==> src/sv/pqs_pkg.sv <==
`timescale 1ns / 1ps
// ----------------------------------------------------------------------------
// pqs_pkg
// shared constants and types for the pq code scan with top-k list
// ----------------------------------------------------------------------------
package pqs_pkg;
    localparam int MAX_SUBQUANTIZERS = 8;
    localparam int CENTROIDS_PER_SUB = 256;
    localparam int MAX_K             = 16;
    localparam int PAIR_SHIFT        = 32;
    localparam int SUB_W  = $clog2(MAX_SUBQUANTIZERS);
    localparam int CEN_W  = $clog2(CENTROIDS_PER_SUB);
    localparam int BANK_W = (CEN_W < 1) ? 1 : CEN_W;
    localparam int RANK_W = $clog2(MAX_K);
    localparam int KIDX_W = (RANK_W < 1) ? 1 : RANK_W;
    localparam int CNT_W  = $clog2(MAX_K + 1);
    localparam int VAL_W  = 20;
    localparam int SUM_W  = 23;
    localparam int LBL_W  = 64;

    localparam logic [1:0] REQ_BEGIN = 2'd0;
    localparam logic [1:0] REQ_LOAD  = 2'd1;
    localparam logic [1:0] REQ_SCAN  = 2'd2;
    localparam logic [1:0] REQ_READ  = 2'd3;

    localparam logic [2:0] CFG_METRIC = 3'd0;
    localparam logic [2:0] CFG_PAIR   = 3'd1;
    localparam logic [2:0] CFG_SUBQ   = 3'd2;
    localparam logic [2:0] CFG_RCOUNT = 3'd3;
    localparam logic [2:0] CFG_LCOUNT = 3'd4;

    // insertion request to the top-k list
    typedef struct packed {
        logic                    valid;
        logic                    metric;
        logic [CNT_W-1:0]        k;
        logic signed [SUM_W-1:0] sum;
        logic [LBL_W-1:0]        label;
    } t_ins;
endpackage

==> src/sv/pqs_topk.sv <==
`timescale 1ns / 1ps
// ----------------------------------------------------------------------------
// pqs_topk
// sorted top-k list: every slot compares the new sum at once and shifts
// ----------------------------------------------------------------------------
module pqs_topk import pqs_pkg::*; (
    input  logic                    i_clk,
    input  logic                    i_rst_n,
    input  logic                    i_clear,
    input  t_ins                    i_ins,
    input  logic [KIDX_W-1:0]       i_rd_idx,
    output logic signed [SUM_W-1:0] o_rd_sum,
    output logic [LBL_W-1:0]        o_rd_label,
    output logic [CNT_W-1:0]        o_count
);
    logic signed [SUM_W-1:0] r_sum   [MAX_K];
    logic [LBL_W-1:0]        r_label [MAX_K];
    logic [CNT_W-1:0]        r_count;
    logic [MAX_K-1:0]        w_bet;
    logic [CNT_W-1:0]        w_n;
    logic [CNT_W-1:0]        w_pos;
    logic                    w_drop;

    assign w_n = (r_count < i_ins.k) ? r_count : i_ins.k;

    always_comb begin
        for (int i = 0; i < MAX_K; i++) begin
            w_bet[i] = (CNT_W'(i) < w_n) &&
                       (i_ins.metric ? (i_ins.sum > r_sum[i]) : (i_ins.sum < r_sum[i]));
        end
        w_drop = (w_n == i_ins.k) && !w_bet[KIDX_W'(i_ins.k - CNT_W'(1))];
        // first slot that the new sum beats, or the fill level
        w_pos = w_n;
        for (int i = MAX_K - 1; i >= 0; i--) begin
            if (w_bet[i]) w_pos = CNT_W'(i);
        end
    end

    always_ff @(posedge i_clk) begin
        if (!i_rst_n || i_clear) begin
            r_count <= '0;
            for (int i = 0; i < MAX_K; i++) begin
                r_sum[i]   <= '0;
                r_label[i] <= '1;
            end
        end else if (i_ins.valid && !w_drop) begin
            for (int i = 0; i < MAX_K; i++) begin
                if (CNT_W'(i) < i_ins.k) begin
                    if (CNT_W'(i) == w_pos) begin
                        r_sum[i]   <= i_ins.sum;
                        r_label[i] <= i_ins.label;
                    end else if (CNT_W'(i) > w_pos && CNT_W'(i) <= w_n) begin
                        r_sum[i]   <= r_sum[(i == 0) ? 0 : i-1];
                        r_label[i] <= r_label[(i == 0) ? 0 : i-1];
                    end
                end
            end
            r_count <= (w_n < i_ins.k) ? w_n + CNT_W'(1) : i_ins.k;
        end
    end

    assign o_rd_sum   = r_sum[i_rd_idx];
    assign o_rd_label = r_label[i_rd_idx];
    assign o_count    = r_count;

    a_t1: assert property (@(posedge i_clk) disable iff (!i_rst_n)
        r_count <= CNT_W'(MAX_K))
        else $error("count overflow");
    a_t2: assert property (@(posedge i_clk) disable iff (!i_rst_n)
        i_clear |=> r_count == '0)
        else $error("clear failed");
    a_t3: assert property (@(posedge i_clk) disable iff (!i_rst_n)
        (!i_clear && !i_ins.valid) |=> $stable(r_count))
        else $error("count moved without insertion");
endmodule

==> config.mk <==
export PLATFORM = sky130hd
export DESIGN_NAME = pqs_topk
export DESIGN_NICKNAME = d
export VERILOG_FILES = /design/src/sv/pqs_pkg.sv /design/src/sv/pqs_topk.sv
export SDC_FILE = /design/constraint.sdc
export NUM_CORES = 2
export LEC_CHECK = 0
export BUFFER_PORTS_ARGS = -buffer_cell sky130_fd_sc_hd__buf_2
export CELL_PAD_IN_SITES_DETAIL_PLACEMENT = 1
export CELL_PAD_IN_SITES_GLOBAL_PLACEMENT = 1
export CORE_MARGIN = 2
export CORE_UTILIZATION = 48
export DETAILED_ROUTE_END_ITERATION = 16
export PLACE_DENSITY_LB_ADDON = 0.15
export RECOVER_POWER = 50
export REMOVE_ABC_BUFFERS = 1
export SETUP_SLACK_MARGIN = 0.3
export SLEW_MARGIN = 20
export SYNTH_ARGS = -nofsm -noshare
export SYNTH_HDL_FRONTEND = slang
export SYNTH_SLANG_ARGS = --single-unit
==> constraint.sdc <==
create_clock -name i_clk -period 14.4 [get_ports i_clk]
set_clock_uncertainty 0.1 [all_clocks]
set_input_delay 1.44 -clock i_clk [delete_from_list [all_inputs] [get_ports i_clk]]
set_output_delay 1.44 -clock i_clk [all_outputs]
set_load 0.005 [all_outputs]
## Word level (Yosys, flattened, before mapping)

Memories as Yosys holds them, arrays and structs flattened.
Cells that the tools add are included.

- Bitwise gates (word level): 64
- Magnitude comparators: 99
- Eq/ne operators: 16
- Reduce and logical (&&, ||, !) cells: 39
- Muxes and demuxes: 278
- Add/sub/neg operators: 2

Operator list:

| kind | count |
|---|---|
| $mux W64 | 32 |
| $mux W23 | 32 |
| $gt A23 B23 Y1 | 16 |
| $lt A23 B23 Y1 | 16 |
| $mux W1 | 195 |
| $mux W5 | 18 |
| $lt A4 B5 Y1 const A | 16 |
| $or A1 B1 Y1 | 64 |
| $eq A4 B5 Y1 const A | 8 |
| $gt A4 B5 Y1 const A | 8 |
| $le A4 B5 Y1 const A | 8 |
| $lt A3 B5 Y1 const A | 8 |
| $logic_and A1 B1 Y1 | 34 |
| $eq A3 B5 Y1 const A | 4 |
| $gt A3 B5 Y1 const A | 4 |
| $le A3 B5 Y1 const A | 4 |
| $lt A1 B5 Y1 const A | 4 |
| $lt A2 B5 Y1 const A | 4 |
| $eq A2 B5 Y1 const A | 2 |
| $gt A1 B5 Y1 const A | 2 |
| $gt A2 B5 Y1 const A | 2 |
| $le A1 B5 Y1 const A | 2 |
| $le A2 B5 Y1 const A | 2 |
| $lt A5 B5 Y1 | 2 |
| other kinds (9) | 11 |

- Bits in registers: 5
- RAM bits: 1392
- Input bits: 101
- Memories kept: 2

Memories:

| memory | depth | bits a word | rd ports | clocked after memory_dff | wr ports | line | source |
|---|---|---|---|---|---|---|---|
| r_label | 16 | 64 | 16 | 0 | 16 | pqs_topk.sv:17 | `logic [LBL_W-1:0] r_label [MAX_K];` |
| r_sum | 16 | 23 | 17 | 0 | 16 | pqs_topk.sv:16 | `logic signed [SUM_W-1:0] r_sum [MAX_K];` |

## Logic depth before layout (Yosys ltp)

- Depth in word-level cells: 29
- Gate-level depth with buffers: 21

## Least setup slack after synthesis

Ideal clock, no wire load.

- Kind: input to register
- From: input i_ins[89] (netlist name)
- To: memory r_label[12][0] (enable)
- Data arrival time: 13.681 ns
- Path slack: -0.150 ns
- Required time: 13.531 ns
- Setup time: 0.769 ns
- Stages: 16
- Cells stage by stage: clkbuf_1 -> inv_1 -> ha_1 -> a21o_1 -> a31oi_2 -> o21ai_4 -> buf_2 -> mux2i_1 -> a21oi_1 -> a41oi_1 -> or3_1 -> or4_1 -> nand4b_1 -> a21oi_1 -> clkbuf_1 -> o41ai_1

RTL lines:

| element | line | source |
|---|---|---|
| from (decl) | pqs_topk.sv:10 | `input t_ins i_ins,` |
| to (decl) | pqs_topk.sv:17 |  |

## Worst setup path in the final report

- From: input i_rd_idx[1]
- To: output o_rd_label[59]

- Longest elaborated chain between the ends: 1

RTL lines:

| element | line | source |
|---|---|---|
| from (decl) | pqs_topk.sv:11 | `input logic [KIDX_W-1:0] i_rd_idx,` |
| $mem_v2 Z16 W64 | -- |  |
| to (decl) | pqs_topk.sv:13 | `output logic [LBL_W-1:0] o_rd_label,` |

No other way between the ends.

==> key figures <==
Outcome
  – Status: finished with violations
  – Failing checks: max-capacitance violations, max-slew violations

Pwr
  – Worst IR Drop VDD: around 0.00013 V
  – Cell leakage power: approximately 28 nW
  – Final Power: 0.0120 W
  – Pwr dens: 131 mW/mm2

Drt
  – DRC violations left: 0
  – Detailed Route WL: 327000 um
  – Routed len/inst: about 36 um
  – Number of DRC markers in iteration 0: 7916
  – Vias post-DR: roughly 65k
  – Routed Antenna Nets: 0
  – Post-DR vias/cell: 7.09
  – Detailed Routing Iterations Pass 1: 6

Logic synthesis
  – Synth top area share: 50.2%
  – Cells after Synth: 6787
  – Main combinational cell family by area after synthesis: multiplexers
  – Distinct cells, synth: 93
  – Syn_area_per_cell: between 10 and 15 um2
  – Post-synth top area cell: edfxtp_1
  – Mux contribution to synthesized area: 17.4%
  – Post-synthesis sequential area ratio: 50.4%
  – Register bit total from synthesis: 1397
  – Synth Area in Compound Gates: 11.8%
  – XOR/XNOR share of the synthesized area: 0.158%
  – Synth Cell Area: 0.0832 mm2
  – Main synth FF type: edfxtp_1
  – Async SR Flop Fraction: 0%
  – Post-synth EDFFs: 1392
  – Post-Synth Adder-Cell Area: 5.73%
  – Synth Area in Simple Gates: roughly a tenth
  – Synth warn: 0
  – Ranking of synthesized cells by area: edfxtp_1, mux4_2, ha_1

Placement
  – Final HPWL DP: a little over 200000 um
  – RePlAce Congestion: 0.951
  – # port buffers: roughly 190
  – Cell Area, Placed: roughly 0.086 mm2
  – Placed Cells: ~9k

Worst setup path
  – Worst setup SP type: input pin
  – Setup crit end kind: output pin
  – WP data arrival: 10.60 ns
  – Reg2reg start: r_sum[0][17]$_SDFFCE_PN0P_
  – R2R Setup Slk: 3.55 ns
  – CP Class: in2out
  – Reg2Reg Depth: 17
  – FF-to-FF End: r_sum[14][7]$_SDFFCE_PP0P_
  – CP Data Required Time: roughly 13 ns
  – Crit Path Max Fanout: 79

STA
  – Final hold violations: 0
  – Final Cycle Share: 84.3%
  – F_max: ~80 MHz
  – Tmin final: about 12 ns
  – Final count of negative-setup-slack endpoints: 0
  – Final slew viol count: between 1k and 1.5k
  – Slew @ Worst Pin: 8.29 ns
  – RSZ-0062 raised after global routing: no
  – Max transition margin: -452%

Floorplan
  – Rows: roughly 150
  – Die area: 0.177 mm2
  – Die H: between 400 and 500 um
  – Starting density of the core: roughly 48%
  – I/O pins: 193
  – Core area: between 0.15 and 0.2 mm2
  – Die width: 420 um

GRT
  – Gr ovfl total: 0
  – Largest net degree at the start of global routing: between 90 and 100
  – Vias in the first global route: 67.3k
  – First-pass GRT wire length: 475000 um
  – Initial antenna violation count: 25
  – Total Routing Usage GR: between 30% and 40%

Clock tree
  – CTS Buffer Depth: 3
  – Post-CTS Setup Bufs: 0
  – TritonCTS clock tree: built
  – Number of CTS-inserted buffers: 164
  – Clock sink total: 1397
  – Worst-Skew Late Latency: 0.85 ns
  – Hold buffer count at CTS: 0
  – Clock H-tree levels: 4
  – Root Driver: clkbuf_16
  – Worst-path clk slew: roughly 0.06 ns
  – Post-CTS resize count: 0

Worst hold path
  – Hold worst-path end: r_label[3][34]$_SDFFCE_PN1P_
  – HP Start: r_label[2][34]$_SDFFCE_PN1P_
  – Min-Delay Path Class: reg2reg
  – Hold path depth: 1

Layout
  – Layout cells sized above 1: between 10% and 20%
  – Layout Nets: 7165
  – Core Util, Final: 53.0%
  – Fin cells: 9133
  – Non-Filler Cell Area, Final: 0.0912 mm2
  – Area grow syn2layout: 9.61%
  – # fillers: 17.4k

Run
  – MaxCap Viol Count: 35
[kinds of logic (layout without fill, tap and decap cells)]
| logic type | after synthesis | in the layout |
|---|---|---|
| AOI/OAI and AO/OA | 1324 | 1324 |
| buffers and inverters | 1011 | 1039 |
| and+or+nand+nor | 1759 | 1759 |
| DFF | 1397 | 1397 |
| xor gates and xnor gates | 15 | 15 |
| muxes | 900 | 900 |
| other | 0 | 8 |
| adders and majority gates | 381 | 381 |
[worst max path at each step]
stage	from	endpoint	slack (ns)	cells past startpoint
3_5_place_dp	i_ins[72]	r_label[10][22]$_SDFFCE_PP1P_	3.58	18
4_1_cts	i_ins[72]	r_label[10][22]$_SDFFCE_PP1P_	4.40	18
5_1_grt	i_ins[72]	r_label[2][24]$_SDFFCE_PN1P_	2.13	16
3_3_place_gp	i_ins[72]	r_label[10][24]$_SDFFCE_PP1P_	3.74	18
2_1_floorplan	i_ins[64]	r_label[10][0]$_SDFFCE_PP1P_	-13.62	13
6_report	i_rd_idx[1]	o_rd_label[59]	2.26	6
[state kept, by name, indices dropped and copies added (netlist names)]
name / flops
o_count: 5
r_sum: 368
r_label: 1024
[layout by cell type (no fill, tap or decap), types with 31 or more instances in the layout]
cell and count:
o211ai_1 111, nand2_1 438, ha_1 381, buf_4 128, o21ai_0 252, nand3_1 492
inv_1 381, mux4_2 435, nand2b_1 82, nor3_1 95, a22o_1 94, a21oi_1 200
edfxtp_1 1392, nand4_1 56, buf_2 131, a211oi_1 31, clkbuf_1 134, mux2i_1 453
clkbuf_16 165, o22a_1 258, nor2_1 436, o32a_1 128
[where the power goes]
| part | internal, W | switching [W] |
|---|---|---|
| registers | 0.00477 | 0.000165 |
| clock network | 0.00227 | 0.00183 |
| logic | 0.000785 | 0.00214 |
| total | 0.00782 | 0.00413 |
[final cells by class]
| cell class | instances | area [um2] | share of cell area, % |
|---|---|---|---|
| Multi-Input combinational cell | 4379 | 37700 | 41.4 |
| Clock buffer | 210 | 4300 | 4.71 |
| Timing Repair Buffer | 359 | 2130 | 2.33 |
| Clock inverter | 88 | 803 | 0.881 |
| Antenna cell | 8 | 20.0 | 0.0220 |
| Inverter | 382 | 1430 | 1.57 |
| Sequential cell | 1397 | 41900 | 45.9 |
| Tap cell | 2310 | 2890 | 3.17 |
[cell usage after synthesis (all sizes together) (10+ instances only)]
cell / n
nor4: 26
nor2b: 11
o22a: 258
and2: 26
a221oi: 29
nor3: 97
o32a: 128
a21o: 34
edfxtp: 1392
inv: 382
nand2b: 83
mux2: 12
nor2: 440
a22o: 94
or4: 14
a32o: 24
ha: 381
o21a: 18
nand2: 441
nand3: 495
or3: 15
mux2i: 453
and4: 15
nand4: 56
o21ai: 260
o22ai: 28
a31oi: 10
buf: 151
a21oi: 203
o211ai: 112
mux4: 435
clkbuf: 478
a211oi: 34
[per-layer routing]
layer	part of all wire (%)	track usage, %
met1	38	48.4
met2	47	59.1
met3	9.2	6.49
met4	5.7	19.3
met5	0.035	0
[through the flow]
step	setup TNS, ns	setup WS (ns)	hold WS, ns
final	0	2.26	0.455
after global routing	0	2.13	0.476
after CTS	0	4.40	0.455
after detailed placement	0	3.58	0.443
after global placement	0	3.74	0.432
after floorplan	-9850.03	-13.62	0.425
[worst max-delay path, stage by stage]
cell and delay [ns]:
clkbuf_2 2.10, clkbuf_1 2.13, clkbuf_1 3.30, mux4_2 0.79, mux4_2 0.45, buf_2 0.17
(Power assumes the default switching activity.)
